**src/hw/rtl/bsle_pkg.sv**
```systemverilog
// ----------------------------------------------------------------------------
// bsle_pkg: shared definitions for the bounded sequence list engine
// Holds the list capacity, the field widths, the operation codes and the
// sequencer state type.
// ----------------------------------------------------------------------------
`timescale 1ns / 1ps
`default_nettype none

package bsle_pkg;

    localparam int CAPACITY = 16;
    localparam int IDX_W    = $clog2(CAPACITY);
    localparam int CNT_W    = $clog2(CAPACITY + 1);
    localparam int VAL_W    = 32;
    localparam int POS_W    = 8;

    typedef logic signed [VAL_W-1:0] value_t;
    typedef logic [POS_W-1:0]        pos_t;
    typedef logic [IDX_W-1:0]        idx_t;
    typedef logic [CNT_W-1:0]        cnt_t;

    typedef enum logic [1:0] {
        OP_PUSH_FRONT = 2'd0,
        OP_PUSH_BACK  = 2'd1,
        OP_DELETE     = 2'd2,
        OP_NOP        = 2'd3
    } op_t;

    typedef enum logic [2:0] {
        ST_IDLE,
        ST_SHIFT_RD,
        ST_SHIFT_WR,
        ST_PUT,
        ST_DUMP
    } state_t;

endpackage

`default_nettype wire

```
**src/hw/rtl/bounded_sequence_list_engine.sv**
```systemverilog
// ----------------------------------------------------------------------------
// bounded_sequence_list_engine: ordered list of signed 32-bit values
// Applies one operation per input transaction and then streams the whole
// list, front to back, on the result channel.
// ----------------------------------------------------------------------------
`timescale 1ns / 1ps
`default_nettype none

// The block keeps up to CAPACITY signed values in a single-port-write,
// single-port-read memory and takes one input transaction at a time; s_ready
// is high only while the sequencer is idle. An insert at the front moves every
// stored entry up by one place, and a delete moves every entry above the
// removed one down by one place; each move is a read step followed by a
// write step through the one memory port pair, and the list is streamed
// once the moves are done. An append or an ignored operation needs no moves.
// The list is streamed at one result transaction per cycle while m_ready is
// high, N results, where N is the entry count (or a single result flagged
// empty). The result register decouples the two sides: the next input
// transaction is accepted while the last result of the previous item still
// waits. The memory needs no clearing after reset; only entries below the
// count, as it stands before or after the operation, are ever read.

module bounded_sequence_list_engine (
    input  wire logic           aclk,
    input  wire logic           aresetn,
    input  wire logic           s_valid,
    output logic                s_ready,
    input  wire bsle_pkg::op_t  s_op,
    input  wire bsle_pkg::value_t s_value,
    input  wire bsle_pkg::pos_t s_position,
    output logic                m_valid,
    input  wire logic           m_ready,
    output bsle_pkg::value_t    m_element,
    output logic                m_is_last,
    output logic                m_list_empty,
    output logic                m_dropped
);

    import bsle_pkg::*;

    // Sequencer and list bookkeeping.
    state_t state_reg, state_next;
    op_t    op_reg, op_next;
    value_t value_reg, value_next;
    idx_t   put_addr_reg, put_addr_next;
    cnt_t   idx_reg, idx_next;
    cnt_t   count_reg, count_next;
    logic   drop_reg, drop_next;

    // Dump pipeline: issue index, load index and a flag that says the
    // memory read register holds an element not yet moved to the output.
    cnt_t   iss_reg, iss_next;
    cnt_t   ld_reg, ld_next;
    logic   pend_reg, pend_next;

    // Result register.
    logic   m_valid_reg, m_valid_next;
    value_t m_element_reg, m_element_next;
    logic   m_is_last_reg, m_is_last_next;
    logic   m_list_empty_reg, m_list_empty_next;
    logic   m_dropped_reg, m_dropped_next;

    // List storage.
    value_t mem [CAPACITY];
    logic   wr_en;
    idx_t   wr_addr;
    value_t wr_data;
    logic   rd_en;
    idx_t   rd_addr;
    value_t rd_data_reg;

    logic   out_free;
    logic   load;
    logic   issue;
    logic   full;

    always_ff @(posedge aclk) begin
        if (wr_en) begin
            mem[wr_addr] <= wr_data;
        end
        if (rd_en) begin
            rd_data_reg <= mem[rd_addr];
        end
    end

    always_ff @(posedge aclk) begin
        if (!aresetn) begin
            state_reg   <= ST_IDLE;
            count_reg   <= '0;
            pend_reg    <= 1'b0;
            m_valid_reg <= 1'b0;
        end else begin
            state_reg   <= state_next;
            count_reg   <= count_next;
            pend_reg    <= pend_next;
            m_valid_reg <= m_valid_next;
        end
    end

    always_ff @(posedge aclk) begin
        op_reg           <= op_next;
        value_reg        <= value_next;
        put_addr_reg     <= put_addr_next;
        idx_reg          <= idx_next;
        drop_reg         <= drop_next;
        iss_reg          <= iss_next;
        ld_reg           <= ld_next;
        m_element_reg    <= m_element_next;
        m_is_last_reg    <= m_is_last_next;
        m_list_empty_reg <= m_list_empty_next;
        m_dropped_reg    <= m_dropped_next;
    end

    assign full     = (count_reg == cnt_t'(CAPACITY));
    assign out_free = !m_valid_reg || m_ready;

    always_comb begin
        state_next        = state_reg;
        op_next           = op_reg;
        value_next        = value_reg;
        put_addr_next     = put_addr_reg;
        idx_next          = idx_reg;
        count_next        = count_reg;
        drop_next         = drop_reg;
        iss_next          = iss_reg;
        ld_next           = ld_reg;
        pend_next         = pend_reg;
        m_valid_next      = m_valid_reg && !m_ready;
        m_element_next    = m_element_reg;
        m_is_last_next    = m_is_last_reg;
        m_list_empty_next = m_list_empty_reg;
        m_dropped_next    = m_dropped_reg;
        wr_en             = 1'b0;
        wr_addr           = put_addr_reg;
        wr_data           = value_reg;
        rd_en             = 1'b0;
        rd_addr           = iss_reg[IDX_W-1:0];
        load              = 1'b0;
        issue             = 1'b0;
        s_ready           = 1'b0;

        unique case (state_reg)
            ST_IDLE: begin
                s_ready = 1'b1;
                if (s_valid) begin
                    op_next    = s_op;
                    value_next = s_value;
                    drop_next  = 1'b0;
                    iss_next   = '0;
                    ld_next    = '0;
                    state_next = ST_DUMP;
                    unique case (s_op)
                        OP_PUSH_FRONT: begin
                            if (full) begin
                                drop_next = 1'b1;
                            end else begin
                                put_addr_next = '0;
                                idx_next      = count_reg;
                                state_next    = (count_reg == '0) ? ST_PUT : ST_SHIFT_RD;
                            end
                        end
                        OP_PUSH_BACK: begin
                            if (full) begin
                                drop_next = 1'b1;
                            end else begin
                                put_addr_next = count_reg[IDX_W-1:0];
                                state_next    = ST_PUT;
                            end
                        end
                        OP_DELETE: begin
                            if (s_position < POS_W'(count_reg)) begin
                                // The count drops now; the moves run while
                                // the index stays below the new count.
                                count_next = count_reg - cnt_t'(1);
                                idx_next   = s_position[CNT_W-1:0];
                                if (s_position[CNT_W-1:0] + cnt_t'(1) < count_reg) begin
                                    state_next = ST_SHIFT_RD;
                                end
                            end
                        end
                        OP_NOP: begin
                        end
                        default: begin
                        end
                    endcase
                end
            end

            ST_SHIFT_RD: begin
                rd_en = 1'b1;
                if (op_reg == OP_PUSH_FRONT) begin
                    rd_addr = idx_t'(idx_reg - cnt_t'(1));
                end else begin
                    rd_addr = idx_t'(idx_reg + cnt_t'(1));
                end
                state_next = ST_SHIFT_WR;
            end

            ST_SHIFT_WR: begin
                wr_en   = 1'b1;
                wr_addr = idx_reg[IDX_W-1:0];
                wr_data = rd_data_reg;
                if (op_reg == OP_PUSH_FRONT) begin
                    idx_next   = idx_reg - cnt_t'(1);
                    state_next = (idx_reg == cnt_t'(1)) ? ST_PUT : ST_SHIFT_RD;
                end else begin
                    idx_next   = idx_reg + cnt_t'(1);
                    state_next = (idx_reg + cnt_t'(2) < count_reg + cnt_t'(1))
                                 ? ST_SHIFT_RD : ST_DUMP;
                end
            end

            ST_PUT: begin
                wr_en      = 1'b1;
                count_next = count_reg + cnt_t'(1);
                state_next = ST_DUMP;
            end

            ST_DUMP: begin
                if (count_reg == '0) begin
                    // An empty list still reports one result.
                    if (out_free) begin
                        m_valid_next      = 1'b1;
                        m_element_next    = '0;
                        m_is_last_next    = 1'b1;
                        m_list_empty_next = 1'b1;
                        m_dropped_next    = drop_reg;
                        state_next        = ST_IDLE;
                    end
                end else begin
                    load  = pend_reg && out_free;
                    issue = (iss_reg < count_reg) && (!pend_reg || load);
                    if (issue) begin
                        rd_en    = 1'b1;
                        iss_next = iss_reg + cnt_t'(1);
                    end
                    pend_next = issue || (pend_reg && !load);
                    if (load) begin
                        m_valid_next      = 1'b1;
                        m_element_next    = rd_data_reg;
                        m_is_last_next    = (ld_reg == count_reg - cnt_t'(1));
                        m_list_empty_next = 1'b0;
                        m_dropped_next    = drop_reg;
                        ld_next           = ld_reg + cnt_t'(1);
                        if (ld_reg == count_reg - cnt_t'(1)) begin
                            state_next = ST_IDLE;
                        end
                    end
                end
            end

            default: begin
                state_next = ST_IDLE;
            end
        endcase
    end

    assign m_valid      = m_valid_reg;
    assign m_element    = m_element_reg;
    assign m_is_last    = m_is_last_reg;
    assign m_list_empty = m_list_empty_reg;
    assign m_dropped    = m_dropped_reg;

endmodule

`default_nettype wire

```
**config.mk**
```make
export PLATFORM = sky130hd
export DESIGN_NAME = bounded_sequence_list_engine
export DESIGN_NICKNAME = d
export VERILOG_FILES = /design/src/hw/rtl/bsle_pkg.sv /design/src/hw/rtl/bounded_sequence_list_engine.sv
export SDC_FILE = /design/constraint.sdc
export NUM_CORES = 1
export LEC_CHECK = 0
export BUFFER_PORTS_ARGS = -buffer_cell sky130_fd_sc_hd__buf_2
export CAP_MARGIN = 5
export CORE_MARGIN = 4
export CORE_UTILIZATION = 62
export CTS_CLUSTER_SIZE = 10
export DETAILED_ROUTE_END_ITERATION = 6
export GPL_ROUTABILITY_DRIVEN = 0
export GPL_TIMING_DRIVEN = 1
export PLACE_DENSITY = 0.9
export RECOVER_POWER = 100
export SYNTH_ARGS = -nofsm -noshare
export SYNTH_HDL_FRONTEND = slang
export SYNTH_SLANG_ARGS = --single-unit
```
**constraint.sdc**
```tcl
create_clock -name aclk -period 4 [get_ports aclk]
set_input_delay 0.4 -clock aclk [delete_from_list [all_inputs] [get_ports aclk]]
set_output_delay 0.4 -clock aclk [all_outputs]
set_load 0.05 [all_outputs]
```
==> out/qor.csv <==
metric,value,unit
max-slew violations,36,
I/O pin total,83,
via count,16393,
Peak Freq,261.4,MHz
Least-Margin Pin Slew,1.822,ns
first-pass GRT wire length,98530,µm
final worst-path cycle share,0.9563,
synthesized flop and latch total,643,
syn_area_per_cell,14.91,µm²
Rows,74,
area delta synth->final,13.60,%
Worst Setup Path Type,reg2reg,
Max Cap Viol,1,
origin of the critical flop-to-flop path,count_reg[0]$_SDFFE_PN0P_,
CP Max Fanout,14,
post-synth top area cell,edfxtp_1,
minimum clock period,3.825,ns
nets@finish,1961,
Synth async-reset ratio,0,
share of layout cells above drive strength 1,0.1191,
Post-Route Setup TNS,0,ns
CP Data Required Time,4.24,ns
# H-tree levels,3,
Synth area leaders,"edfxtp_1 73%, nand2_1 4.8%, mux2i_1 2.7%",
initial antenna violation count,0,
final WL,66070,µm
drt via density,6.746,
DRT iter0 DRCs,2413,
CTS buffer count,74,
"Core Util, Final",0.7181,
crit path launch type,flip-flop,
# setup viols final,0,
endpoint class of the critical path,flip-flop,
Post-synth EDFFs,633,
Mapped Cells,1747,
run status,finished with violations,
Yosys top cell area share,0.7298,
"Power, Total",0.02423,W
Power Density,818.9,mW/mm²
Layout Cell Area excl Fill,0.02959,mm²
ANT cells,0,
Routed wire per std cell,27.19,µm
Synth Cell Area,0.02605,mm²
Pleak,9.982,nW
drt pass-1 iters,7,
largest net degree at the start of global routing,69,
fin cells,2430,
Initial Util,0.6322,
hold crit path type,in2reg,
syn_nets,1821,
number of port buffers,82,
critical path arrival,4.06,ns
Syn. warnings,0,
Clock Path Buffers,3,
number of global-route vias before repair,16651,
placed cells,2311,
Die ar.,0.04535,mm²
unrepaired setup endpoints after global routing,no,
Setup Skew,0.03429,ns
gr ovfl total,0,
Die Y-Extent,213.0,µm
VDD IR max,0.0006146,V
"antenna viol nets, final",0,
die width,213.0,µm
CTS tree,done,
Largest Register,mem,
register area share after synthesis,0.7375,
min-delay src,m_ready,
Placed Area,0.02742,mm²
CTS clock-pin slew for the worst setup and hold paths,0.06,ns
clock latency on the worst-skew pair,0.61,ns
Netlist cell types,54,
Max-slew headroom,-0.2157,
beginning of the critical path,count_reg[0]$_SDFFE_PN0P_,
clk root buf,clkbuf_16,
Tot GR Track Use,0.2923,
post-DP HPWL,35330,µm
Main synth FF type,edfxtp_1,
CTS Sinks,643,
max reg flops,512,
Final Hold Vio Count,0,
drt drc,2,
failing checks,"DRC, capacitance limit, slew limit",
core area,0.04120,mm²
stage by stage:
step	hold WS, ns	worst slack (ns)
after floorplan	0.4003	0.6508
after global placement	0.4074	0.4318
after detailed placement	0.4215	0.3037
after CTS	0.07653	0.2167
after global routing	0.1718	0.06653
final	0.1701	0.1749
critical path, stage by stage (launching register included):
cell and delay (ns):
dfxtp_1 0.30, clkbuf_1 0.47, inv_1 0.23, ha_1 0.25, and3_1 0.21, and2_2 0.20
nand2b_1 0.17, a211o_1 0.30, a21o_1 0.19, nand2_1 0.57, buf_2 0.57
logic make-up (layout without fill, tap and decap cells):
group           Yosys count  after routing  synth area share
simple gates            549            549           0.09732
xor+xnor                 23             23          0.007734
compound gates          293            293           0.07595
mux                      95             95           0.04722
flops                   643            643            0.7375
buf+inv                 116            267           0.02085
fa+ha+maj                28             28           0.01345
final cells by class:
cell class              count  area [µm²]
well taps                 532       665.6
inverters                  12       45.04
multi-input cells         988        6447
clock inverters             8       117.6
flip-flops and latches    643       19210
clock buffers              79        1892
fillers                  2364       11610
repair buffers            168        1212
placed cells by master, fill, tap and decap left out, drive strengths merged, types with 2 or more instances in the layout:
master       synthesis  routed
edfxtp             633     633
nand2              331     331
clkbuf              61     132
a21oi               83      83
buf                 43      83
nor2b               78      78
mux2i               71      71
a211oi              47      47
nor2                45      45
a311oi              42      42
or4                 33      33
o22ai               32      32
dlygate4sd3          0      32
ha                  28      28
o21a                24      24
mux4                21      21
o21ai               17      17
inv                 12      17
xnor2               16      16
nand3               15      15
a22o                11      11
and2                11      11
dfxtp               10      10
a31oi                8       8
a21o                 8       8
xor2                 7       7
nand2b               7       7
nor3                 7       7
or3                  6       6
o211ai               6       6
a21boi               5       5
and3                 4       4
nor3b                4       4
mux2                 3       3
clkinv               0       3
nand4                2       2
a22oi                2       2
nand4b               2       2
o31ai                2       2
timing repair:
| item | CTS | global route |
|---|---|---|
| hold buffers | 32 | 0 |
| resized for setup | 0 | 1 |
| setup endpoints to repair | 0 | 2 |
| buffers inserted | 0 | 0 |
| hold endpoints to repair | 32 | 0 |
synthesized netlist by cell type (16+ instances only):
master	instances
ha_1	28
a21oi_1	83
nand2_1	331
mux2i_1	70
o22ai_1	32
buf_2	29
nor2_1	45
o21a_1	24
mux4_2	21
xnor2_1	16
nor2b_1	78
edfxtp_1	633
a311oi_1	42
a211oi_1	46
or4_1	33
clkbuf_1	61
o21ai_0	16
final timing paths:
path	cells after the start	slack, ns	to
hold / removal	3	0.17	m_valid$_SDFF_PN0_
setup reg to reg	10	0.17	rd_data_reg[5]$_DFFE_PP_
hold reg to reg	0	0.43	m_dropped$_DFFE_PP_
setup / recovery	10	0.17	rd_data_reg[5]$_DFFE_PP_
where the power goes:
part / internal [W] / total [W] / leakage (nW) / switching (W)
logic: 0.00269 / 0.00863 / 3.16 / 0.00594
clock network: 0.00336 / 0.00589 / 0.987 / 0.00253
registers: 0.00932 / 0.00971 / 5.83 / 0.000390
total: 0.0154 / 0.0242 / 9.98 / 0.00885
routing by layer:
metal / share of wire / GRT usage
met1: 0.35 / 0.3835
met2: 0.49 / 0.4764
met3: 0.12 / 0.06862
met4: 0.045 / 0.1253
met5: 0 / 0
(Power assumes the default switching activity.)
